### src/hw/rtl/evg_pkg.sv
// Shared types, constants and helpers for the ellipsoid vertex generator.
package evg_pkg;

    localparam int MAX_VERTS_PER_REV = 1024;

    localparam int IDX_W      = 10;
    localparam int VPR_W      = 11;
    localparam int EXT_W      = 16;
    localparam int POS_W      = 16;
    localparam int TEX_W      = 17;
    localparam int ANG_W      = 16;
    localparam int CFG_IDX_W  = 3;
    localparam int CFG_DATA_W = 16;

    // Divider: 26-bit dividend, quotient known to stay below 2^17
    localparam int NUM_W     = 26;
    localparam int QUO_W     = 17;
    localparam int DIV_LANES = 3;

    // Trig datapath: Q30 magnitudes
    localparam int MAG_W     = 31;
    localparam int SIN_LANES = 4;
    localparam int HORNER_N  = 4;
    localparam int TRIG_LAT  = 7;
    localparam int POS_LAT   = 2;
    localparam int LATENCY   = 1 + QUO_W + TRIG_LAT + POS_LAT;

    localparam logic [MAG_W-1:0] Q30_ONE = 31'd1073741824;
    localparam logic [MAG_W-1:0] SIN_C9  = 31'd172272;
    localparam logic [MAG_W-1:0] SIN_C7  = 31'd5026995;
    localparam logic [MAG_W-1:0] SIN_C5  = 31'd85569306;
    localparam logic [MAG_W-1:0] SIN_C3  = 31'd693598669;
    localparam logic [MAG_W-1:0] SIN_C1  = 31'd1686629713;

    localparam logic [MAG_W-1:0] HORNER_C [HORNER_N] = '{SIN_C7, SIN_C5, SIN_C3, SIN_C1};

    typedef enum logic [CFG_IDX_W-1:0] {
        CFG_WIDTH  = 3'd0,
        CFG_HEIGHT = 3'd1,
        CFG_DEPTH  = 3'd2,
        CFG_VPR    = 3'd3,
        CFG_TEX_EN = 3'd4
    } cfg_idx_t;

    typedef struct packed {
        logic [IDX_W-1:0] ring_index;
        logic [IDX_W-1:0] step_index;
    } grid_t;

    typedef struct packed {
        logic signed [POS_W-1:0] pos_x;
        logic signed [POS_W-1:0] pos_y;
        logic signed [POS_W-1:0] pos_z;
        logic [TEX_W-1:0]        tex_u;
        logic [TEX_W-1:0]        tex_v;
        logic                    uv_valid;
    } vertex_t;

    typedef struct packed {
        logic             valid;
        logic [MAG_W-1:0] sc_mag;
        logic [MAG_W-1:0] ct_mag;
        logic [MAG_W-1:0] ss_mag;
        logic             sc_neg;
        logic             ct_neg;
        logic             ss_neg;
        logic [TEX_W-1:0] tex_u;
        logic [TEX_W-1:0] tex_v;
    } trig_t;

    // Q30 product, truncated
    function automatic logic [MAG_W-1:0] mul_q30(input logic [MAG_W-1:0] a,
                                                 input logic [MAG_W-1:0] b);
        logic [2*MAG_W-1:0] p;
        p = a * b;
        return p[MAG_W+29:30];
    endfunction

endpackage

### src/hw/rtl/evg_div.sv
// Pipelined restoring divider, one quotient bit per stage, three lanes.
module evg_div
    import evg_pkg::*;
(
    input  logic             clk,
    input  logic             rst_n,
    input  logic             in_valid,
    input  logic [NUM_W-1:0] num [DIV_LANES],
    input  logic [IDX_W-1:0] den,
    output logic             out_valid,
    output logic [QUO_W-1:0] quot [DIV_LANES]
);

    logic [QUO_W-1:0] valid_reg, valid_next;
    logic [NUM_W-1:0] num_reg  [QUO_W][DIV_LANES];
    logic [NUM_W-1:0] num_next [QUO_W][DIV_LANES];
    logic [IDX_W-1:0] rem_reg  [QUO_W][DIV_LANES];
    logic [IDX_W-1:0] rem_next [QUO_W][DIV_LANES];
    logic [QUO_W-1:0] q_reg    [QUO_W][DIV_LANES];
    logic [QUO_W-1:0] q_next   [QUO_W][DIV_LANES];

    // Shift in one dividend bit, subtract the divisor where it fits
    always_comb
    begin
        logic [IDX_W-1:0] r_in;
        logic [NUM_W-1:0] n_in;
        logic [QUO_W-1:0] q_in;
        logic [IDX_W:0]   t;
        valid_next = {valid_reg[QUO_W-2:0], in_valid};
        for (int s = 0; s < QUO_W; s++)
        begin
            for (int l = 0; l < DIV_LANES; l++)
            begin
                if (s == 0)
                begin
                    r_in = IDX_W'(num[l][NUM_W-1:QUO_W]);
                    n_in = num[l];
                    q_in = '0;
                end
                else
                begin
                    r_in = rem_reg[s-1][l];
                    n_in = num_reg[s-1][l];
                    q_in = q_reg[s-1][l];
                end
                t = {r_in, n_in[QUO_W-1-s]};
                num_next[s][l] = n_in;
                if (t >= {1'b0, den})
                begin
                    rem_next[s][l] = IDX_W'(t - {1'b0, den});
                    q_next[s][l]   = {q_in[QUO_W-2:0], 1'b1};
                end
                else
                begin
                    rem_next[s][l] = t[IDX_W-1:0];
                    q_next[s][l]   = {q_in[QUO_W-2:0], 1'b0};
                end
            end
        end
    end

    always_ff @(posedge clk or negedge rst_n)
    begin
        if (!rst_n)
        begin
            valid_reg <= '0;
        end
        else
        begin
            valid_reg <= valid_next;
        end
    end

    always_ff @(posedge clk)
    begin
        num_reg <= num_next;
        rem_reg <= rem_next;
        q_reg   <= q_next;
    end

    assign out_valid = valid_reg[QUO_W-1];

    always_comb
    begin
        for (int l = 0; l < DIV_LANES; l++)
        begin
            quot[l] = q_reg[QUO_W-1][l];
        end
    end

endmodule

### config.mk
export PLATFORM = sky130hd
export DESIGN_NAME = evg_div
export DESIGN_NICKNAME = d
export VERILOG_FILES = /design/src/hw/rtl/evg_pkg.sv /design/src/hw/rtl/evg_div.sv
export SDC_FILE = /design/constraint.sdc
export NUM_CORES = 2
export LEC_CHECK = 0
export BUFFER_PORTS_ARGS = -buffer_cell sky130_fd_sc_hd__buf_2
export CORE_MARGIN = 5
export CORE_UTILIZATION = 29
export DETAILED_ROUTE_END_ITERATION = 8
export PLACE_DENSITY = 0.54
export SLEW_MARGIN = 15
export SYNTH_ARGS = -nofsm -noshare
export SYNTH_HDL_FRONTEND = slang
export SYNTH_SLANG_ARGS = --single-unit
### constraint.sdc
create_clock -name clk -period 3.1 [get_ports clk]
set_input_delay 0.31 -clock clk [delete_from_list [all_inputs] [get_ports clk]]
set_output_delay 0.31 -clock clk [all_outputs]
set_load 0.01 [all_outputs]
==> results.ini <==
[status]
status = finished, final reports clean

[grt]
grt_pass1_wl_mm = 185
grt.total_usage_pct = 11.2
grt_pass1_vias = 36200
grt-ovfl-total = 0
grt_max_degree = 31
grt_antenna_before_repair = 3

[sta]
setup_viol = 0
period_minus_slack_ns = 2.71
final_max_slew_viol_count = 0
rsz0062_at_grt = false
clock_skew_ns = 0.0467
hold_violations = 0
worst_pin_slew_ns = 0.794
fin_crit_sh_pct = 87.3
hold_ws_ns = 0.102
slew_headroom_pct = 47.1
max_freq_mhz = 370

[clock_tree]
clk_latency_ns = 0.78
postCtsSetupRepairBufs = 0
clockRootBuffer = clkbuf_16
cts_tree = built
path_clk_slew_ns = 0.06
cts.sinks = 1364
cts_buffer_depth = 3
ctsHtreeMaxLevel = 4
numCtsBuffers = 159

[layout]
drive_above_1_share_pct = 23.5
final_cell_mix = dfxtp_1 (1,347), ha_1 (510), mux2_4 (331), nor2_1 (290), a21oi_1 (260)
fin_area_mm2 = 0.0683
nNetsFinal = 5826
layout.cells.non_filler = 7834
syn2layout_area_growth_pct = 21.4
final_common_cell = dfxtp_1
largest_reg_flops = 480

[logic_synthesis]
yosys_warnings = 0
synth-edff-count = 0
synthesis.area_mm2 = 0.0563
syn_inst = 4685
synth_ff_type = dfxtp_1
ys_seq_elements = 1364
synth_nets = 5334
syn_area_per_cell_um2 = 12.0
synth_cell_types = 75
seq_area_frac_synth_pct = 48.7
async_flop_share_pct = 1.25

[worst_setup_path]
path_max_fanout = 11
cp.required_ns = 3.83
critPathLaunchType = input port
end_kind = flip-flop
r2r_cells = 6
path_class = in2reg
arrival_ns = 3.44

[die]
die-area_mm2 = 0.203
die_y_um = 451
start_util_pct = 29.2
core_mm2 = 0.193
io_pins = 143
die_w_um = 451
row_count = 161

[placed_design]
placed_area_mm2 = 0.0619
port-buffer-count = 142
routabilityCongestion = 0.838
place_hpwl_mm = 83.8
dp_cells = 7460

[routing]
via_per_inst = 4.44
drtAntennaViolNets = 0
drt_iter0_markers = 1309
dr.pass1.iters = 5
wirelength_mm = 114
wl_per_cell_um = 14.5
drc_errors = 0
via_count = 34800

[power]
power_density_mw_per_mm2 = 1200
leakagePower_nw = 30.1
ir_worst_vdd_mv = 0.574

[min_path]
hp-class = in2reg
min_path_cells = 4

[flow_run]
drv_cap = 0

==> logic make-up after synthesis <==
family / after synthesis / share of synthesized area, %
AND/OR/NAND/NOR: 719 / 6.71
multiplexers: 452 / 11.1
XOR/XNOR: 332 / 5.17
AO/OA/AOI/OAI: 967 / 12.8
flip-flops: 1364 / 48.7
adder cells (fa/ha/maj): 558 / 13.0
buffers and inverters: 293 / 2.54
==> stage by stage <==
stage / setup WS, ns / setup TNS [ns] / utilization, % / power, mW
after global routing: 0.207 / 0 / 35.4 / 87.7
after detailed placement: -0.0243 / -0.0644 / 32.1 / 62.9
after floorplan: -1.30 / -554.54 / - / 56.2
after CTS: 0.459 / 0 / 35.4 / 83.1
final: 0.395 / 0 / 35.4 / 81.8
after global placement: 0.0390 / 0 / 32.1 / 62.3
==> cell usage after synthesis, types with 62 or more instances <==
| master | instances | area, um^2 |
|---|---|---|
| dfxtp_1 | 1347 | 27000 |
| ha_1 | 510 | 6380 |
| mux2_4 | 323 | 4850 |
| nor2_1 | 290 | 1090 |
| a21oi_1 | 264 | 1320 |
| inv_1 | 248 | 931 |
| xnor2_1 | 248 | 2170 |
| o21ai_0 | 153 | 766 |
| a21o_1 | 104 | 781 |
| nand4_1 | 90 | 563 |
| xor2_1 | 84 | 736 |
| nand2_1 | 83 | 312 |
| nor3_1 | 67 | 335 |
| mux2_2 | 62 | 698 |
==> layer usage <==
layer  global-route usage, %  vias to the layer above  wire length [um]
li1                        -                    17700                 -
met1                    13.4                    16300             50200
met2                    19.4                      495             55100
met3                    2.39                      256              4360
met4                    4.53                        0              4120
met5                       0                        -                 0
==> critical path, cell delays in order <==
cell and delay (ns):
dlygate4sd3_1 0.52, buf_2 0.12, inv_1 0.06, ha_1 0.16, inv_1 0.05, fa_1 0.42, a211oi_1 0.24, o21bai_1 0.13
a31oi_1 0.18, o21ai_1 0.09, a31oi_1 0.17, buf_4 0.24, mux2i_1 0.20, dlygate4sd3_1 0.56
==> power breakdown <==
group | switching [mW] | leakage, nW | internal [mW]
sequential | 2.76 | 11.5 | 23.8
clock | 7.65 | 2.74 | 11.8
combinational | 16.0 | 15.9 | 19.8
==> layout make-up <==
class	instances	area, um^2
repair buffers	376	3030
diodes	1	2.50
fillers	18700	124000
flip-flops and latches	1364	27400
clock buffers	212	4500
well taps	2526	3160
inverters	248	945
clock inverters	79	1130
multi-input cells	3028	28200
==> path summary, 6_finish.rpt <==
kind                               from            end  slack [ns]
min in group asynchronous         rst_n   valid_reg[9]        0.67
max in group asynchronous         rst_n  valid_reg[12]        1.96
setup / recovery                num[16]   rem_reg[480]        0.39
hold / removal                   den[0]   rem_reg[340]        0.10
hold reg to reg              q_reg[630]     q_reg[580]        0.30
setup reg to reg           rem_reg[504]   rem_reg[479]        0.57
==> timing repair <==
item | CTS | global route
setup endpoints to repair | 0 | 0
hold buffers | 82 | 0
resized for setup | 0 | 0
hold endpoints to repair | 96 | 0
No activity file was read; power rests on OpenSTA's default activity.
