--- config.mk ---
export PLATFORM = sky130hd
export DESIGN_NAME = evg_pos
export DESIGN_NICKNAME = d
export VERILOG_FILES = /design/src/hw/rtl/evg_pkg.sv /design/src/hw/rtl/evg_pos.sv
export SDC_FILE = /design/constraint.sdc
export NUM_CORES = 2
export LEC_CHECK = 0
export BUFFER_PORTS_ARGS = -buffer_cell sky130_fd_sc_hd__buf_2
export CAP_MARGIN = 30
export CORE_UTILIZATION = 30
export CTS_CLUSTER_DIAMETER = 60
export CTS_CLUSTER_SIZE = 25
export DETAILED_ROUTE_END_ITERATION = 8
export PLACE_DENSITY = 0.5
export SYNTH_ARGS = -nofsm -noshare
export SYNTH_HDL_FRONTEND = slang
export SYNTH_SLANG_ARGS = --single-unit
--- constraint.sdc ---
create_clock -name clk -period 10.16 [get_ports clk]
set_input_delay 1.016 -clock clk [delete_from_list [all_inputs] [get_ports clk]]
set_output_delay 1.016 -clock clk [all_outputs]
set_load 0.01 [all_outputs]
--- src/hw/rtl/evg_pkg.sv ---
// Shared types, constants and helpers for the ellipsoid vertex generator.
package evg_pkg;

    localparam int MAX_VERTS_PER_REV = 1024;

    localparam int IDX_W      = 10;
    localparam int VPR_W      = 11;
    localparam int EXT_W      = 16;
    localparam int POS_W      = 16;
    localparam int TEX_W      = 17;
    localparam int ANG_W      = 16;
    localparam int CFG_IDX_W  = 3;
    localparam int CFG_DATA_W = 16;

    // Divider: 26-bit dividend, quotient known to stay below 2^17
    localparam int NUM_W     = 26;
    localparam int QUO_W     = 17;
    localparam int DIV_LANES = 3;

    // Trig datapath: Q30 magnitudes
    localparam int MAG_W     = 31;
    localparam int SIN_LANES = 4;
    localparam int HORNER_N  = 4;
    localparam int TRIG_LAT  = 7;
    localparam int POS_LAT   = 2;
    localparam int LATENCY   = 1 + QUO_W + TRIG_LAT + POS_LAT;

    localparam logic [MAG_W-1:0] Q30_ONE = 31'd1073741824;
    localparam logic [MAG_W-1:0] SIN_C9  = 31'd172272;
    localparam logic [MAG_W-1:0] SIN_C7  = 31'd5026995;
    localparam logic [MAG_W-1:0] SIN_C5  = 31'd85569306;
    localparam logic [MAG_W-1:0] SIN_C3  = 31'd693598669;
    localparam logic [MAG_W-1:0] SIN_C1  = 31'd1686629713;

    localparam logic [MAG_W-1:0] HORNER_C [HORNER_N] = '{SIN_C7, SIN_C5, SIN_C3, SIN_C1};

    typedef enum logic [CFG_IDX_W-1:0] {
        CFG_WIDTH  = 3'd0,
        CFG_HEIGHT = 3'd1,
        CFG_DEPTH  = 3'd2,
        CFG_VPR    = 3'd3,
        CFG_TEX_EN = 3'd4
    } cfg_idx_t;

    typedef struct packed {
        logic [IDX_W-1:0] ring_index;
        logic [IDX_W-1:0] step_index;
    } grid_t;

    typedef struct packed {
        logic signed [POS_W-1:0] pos_x;
        logic signed [POS_W-1:0] pos_y;
        logic signed [POS_W-1:0] pos_z;
        logic [TEX_W-1:0]        tex_u;
        logic [TEX_W-1:0]        tex_v;
        logic                    uv_valid;
    } vertex_t;

    typedef struct packed {
        logic             valid;
        logic [MAG_W-1:0] sc_mag;
        logic [MAG_W-1:0] ct_mag;
        logic [MAG_W-1:0] ss_mag;
        logic             sc_neg;
        logic             ct_neg;
        logic             ss_neg;
        logic [TEX_W-1:0] tex_u;
        logic [TEX_W-1:0] tex_v;
    } trig_t;

    // Q30 product, truncated
    function automatic logic [MAG_W-1:0] mul_q30(input logic [MAG_W-1:0] a,
                                                 input logic [MAG_W-1:0] b);
        logic [2*MAG_W-1:0] p;
        p = a * b;
        return p[MAG_W+29:30];
    endfunction

endpackage

--- src/hw/rtl/evg_pos.sv ---
// Extent scaling, rounding, saturation and the result register.
module evg_pos
    import evg_pkg::*;
(
    input  logic             clk,
    input  logic             rst_n,
    input  trig_t            trig,
    input  logic [EXT_W-1:0] ext_x,
    input  logic [EXT_W-1:0] ext_y,
    input  logic [EXT_W-1:0] ext_z,
    input  logic             tex_en,
    output logic             done,
    output vertex_t          vertex
);

    localparam int PROD_W = EXT_W + MAG_W + 1;

    logic             v1_reg, done_reg;
    logic [POS_W:0]   m_reg [3];
    logic             n_reg [3];
    logic [TEX_W-1:0] tu_reg, tv_reg;
    vertex_t          vertex_reg;

    function automatic logic [POS_W:0] half_round(input logic [EXT_W-1:0] e,
                                                  input logic [MAG_W-1:0] m);
        logic [PROD_W-1:0] p;
        p = PROD_W'(e) * PROD_W'(m) + PROD_W'(Q30_ONE);
        return p[PROD_W-1:31];
    endfunction

    function automatic logic [POS_W-1:0] sat(input logic [POS_W:0] m, input logic neg);
        logic [POS_W:0] c;
        c = m;
        if (neg)
        begin
            if (c > 17'd32768)
            begin
                c = 17'd32768;
            end
            return POS_W'(17'h10000 - c);
        end
        if (c > 17'd32767)
        begin
            c = 17'd32767;
        end
        return c[POS_W-1:0];
    endfunction

    always_ff @(posedge clk or negedge rst_n)
    begin
        if (!rst_n)
        begin
            v1_reg   <= 1'b0;
            done_reg <= 1'b0;
        end
        else
        begin
            v1_reg   <= trig.valid;
            done_reg <= v1_reg;
        end
    end

    // Scale by extents, then saturate into the result register
    always_ff @(posedge clk)
    begin
        m_reg[0] <= half_round(ext_x, trig.sc_mag);
        m_reg[1] <= half_round(ext_y, trig.ct_mag);
        m_reg[2] <= half_round(ext_z, trig.ss_mag);
        n_reg[0] <= trig.sc_neg;
        n_reg[1] <= trig.ct_neg;
        n_reg[2] <= trig.ss_neg;
        tu_reg   <= trig.tex_u;
        tv_reg   <= trig.tex_v;
        vertex_reg.pos_x    <= sat(m_reg[0], n_reg[0]);
        vertex_reg.pos_y    <= sat(m_reg[1], n_reg[1]);
        vertex_reg.pos_z    <= sat(m_reg[2], n_reg[2]);
        vertex_reg.tex_u    <= tex_en ? tu_reg : '0;
        vertex_reg.tex_v    <= tex_en ? tv_reg : '0;
        vertex_reg.uv_valid <= tex_en;
    end

    assign done   = done_reg;
    assign vertex = vertex_reg;

endmodule

==> metrics.md <==
| Metric | Value |
|---|---|
| Gr usage total | `17.1%` |
| Layout cell share with drive strength beyond 1 | `5.50%` |
| Mux contribution to synthesized area | `0%` |
| Post-synthesis sequential area ratio | `6.71%` |
| Final slew viol count | `0` |
| Number of remaining DRC errors | `0` |
| Slowest CP cell | `o31ai_1` |
| Port Buf Inserts | `265` |
| Wire per inst | `17.5 um` |
| R2R Setup Slk | `6.14 ns` |
| Horiz. Die Dim | `417 um` |
| Compound-Gate Fraction of Synth Area | `4.81%` |
| CTS Hold Bufs | `0` |
| DP HPWL | `110 mm` |
| Gpl congestion | `0.851` |
| Distinct cells, synth | `76` |
| Area Overhead vs Synth | `7.65%` |
| Post-cts resize count | `0` |
| Most common flop cell mapped by yosys | `dfxtp_1` |
| I/O Pins | `266` |
| Initial antenna violation count | `9` |
| Final wirelength | `143 mm` |
| Detailed Route Iter0 Violations | `1,749` |
| Synth Area in XOR/XNOR | `0.846%` |
| Die Ht | `417 um` |
| Core area | `0.172 sq mm` |
| First-pass GRT wire length | `234 mm` |
| Via/cell ratio | `4.56` |
| Most frequent cells after synthesis | `inv_1 (1,484), fa_1 (1,212), nand2_1 (867), and2_1 (722), ha_1 (444)` |
| Ranking of synthesized cells by area | `fa_1 (47%), inv_1 (11%), ha_1 (11%)` |
| CTS Buffer Depth | `2` |
| Synth area leader | `fa_1` |
| CP cell instances | `buf_2 -> nand2_1 -> fa_1 -> fa_1 -> fa_1 -> inv_1 -> fa_1 -> fa_1 -> inv_1 -> fa_1 -> inv_1 -> ha_1 -> and3_1 -> a221oi_1 -> o211ai_1 -> o31ai_1 -> and2_1 -> a211oi_1 -> a31o_1 -> or4b_1 -> nand3_1` |
| Syn. warnings | `0` |
| Area share of fa/ha/maj cells after synthesis | `57.6%` |
| Critical path peak fanout | `31` |
| Top-area cell type share of the netlist area | `46.9%` |
| FF+latch area | `0.00347 sq mm` |
| Syn_nets | `7,663` |
| Die area | `0.174 sq mm` |
| CP peak stage delay | `0.64 ns` |
| Nets@finish | `7,698` |
| Startpoint Class | `input port` |
| Setup Viol. Count Final | `0` |
| Period utilization | `76.0%` |
| Asr flop ratio synth | `1.16%` |
| Synth Area in Simple Gates | `17.4%` |
| Routed vias | `37,363` |
| Largest net degree at the start of global routing | `36` |
| Skew final | `0.0138 ns` |
| Yosys reg bits | `173` |
| Clock slew seen by the registers of the worst setup and hold paths | `0.08 ns` |
| Largest register FFs | `83` |
| Cell Rows | `152` |
| Final Hold Vio Count | `0` |
| Root buffer cell | `clkbuf_16` |
| F_max | `130 MHz` |
| RSZ-0062 raised after global routing | `false` |
| Min-Delay Path Class | `in -> async` |
| Final Non-Filler Cells | `8,186` |
| Postcts setup bufs | `0` |
| Main combinational cell family by area after synthesis | `adder cells` |
| Setup crit end kind | `flip-flop` |
| # fillers | `18,283` |
| Num CTS Buffers | `17` |
| Worst-Skew Late Latency | `0.50 ns` |
| Most frequent cell after synthesis | `inv_1` |
| Kind of critical path | `in -> reg` |
| Arrival @ worst endpoint | `8.15 ns` |
| Syn avg cell area | `8.89 sq um` |
| Initial Util | `30.2%` |
| Placed Instances | `8,151` |
| Post-synth EDFFs | `0` |
| Max transition margin | `32.7%` |
| Number of global-route vias before repair | `41,887` |
| CTS tree | `built` |
| Hold Slack | `0.302 ns` |
| Area of the mapped netlist | `0.0518 sq mm` |
| Gr ovfl total | `0` |
| Final ANT Viol Nets | `0` |
| Fin Setup TNS | `0 ns` |
| Max-Cap Viols | `0` |
| Area of the multi-input gates | `0.0417 sq mm` |
| Status | `completed` |
| DR pass1 iterations | `6` |
| Synthesized instance count | `5,825` |
| CP most frequent cell | `fa_1` |
| Worst-margin pin slew | `1.01 ns` |
| Post-route minimum period | `7.72 ns` |
| CTS sink count | `173` |
| Worst endpoint required time | `10.59 ns` |
| H-tree depth | `4` |
## cell type report
cell class	count	share of cell area (%)
multi-input cells	3907	74.9
inverters	1485	10.0
flip-flops and latches	173	6.23
well taps	2310	5.19
repair buffers	276	2.53
clock buffers	17	0.764
clock inverters	15	0.366
diodes	3	0.0135
## routing by layer
metal	vias up	share of wire (%)	track usage (%)
met3	188	3.3	1.57
met1	19466	43	21.6
li1	16992	-	-
met4	0	2.9	5.15
met2	717	51	30.8
met5	-	0	0
## cell usage in the layout (no fill, tap or decap), types with 37 or more instances in the layout
master / Yosys / final
a21o_1: 50 / 50
a21oi_1: 122 / 122
and2_1: 722 / 722
buf_2: 0 / 265
dfxtp_1: 171 / 171
fa_1: 1212 / 1212
ha_1: 444 / 444
inv_1: 1484 / 1484
nand2_1: 867 / 867
nor2_1: 82 / 82
o21ai_0: 37 / 37
## cell families (layout without fill, tap and decap cells)
group	Yosys count	after routing
compound gates	383	383
xor+xnor	50	50
fa+ha+maj	1656	1656
buf+inv	1745	1793
flops	173	173
other cells	0	3
simple gates	1818	1818
## per-stage QoR
step	util, %	area [sq um]	setup slack, ns
floorplan	-	51800	3.12
global placement	32.1	55100	2.01
detailed placement	32.1	55100	1.97
CTS	32.5	55700	2.50
global route	32.5	55700	2.13
finish	32.5	55700	2.44
## path summary, 6_finish.rpt
check / start / endpoint / cells past startpoint
min in group clk: v1_reg$_DFF_PN0_ / done$_DFF_PN0_ / 0
worst max-delay path: ext_x[1] / m_reg[0][15]$_DFF_P_ / 21
worst min register to register: v1_reg$_DFF_PN0_ / done$_DFF_PN0_ / 0
max in group asynchronous: rst_n / done$_DFF_PN0_ / 1
worst min-delay path: rst_n / v1_reg$_DFF_PN0_ / 1
worst max register to register: m_reg[0][2]$_DFF_P_ / vertex[81]$_DFF_P_ / 14
## critical path, delay by kind of cell
kind / cells / cell delay (ns)
compound gates: 5 / 1.76
fa+ha+maj: 7 / 3.33
buf+inv: 4 / 0.74
simple gates: 5 / 1.26
Power is left out: the tool's default activity adds up to more than one toggle a clock period on the data nets, which glitch-free logic cannot reach.
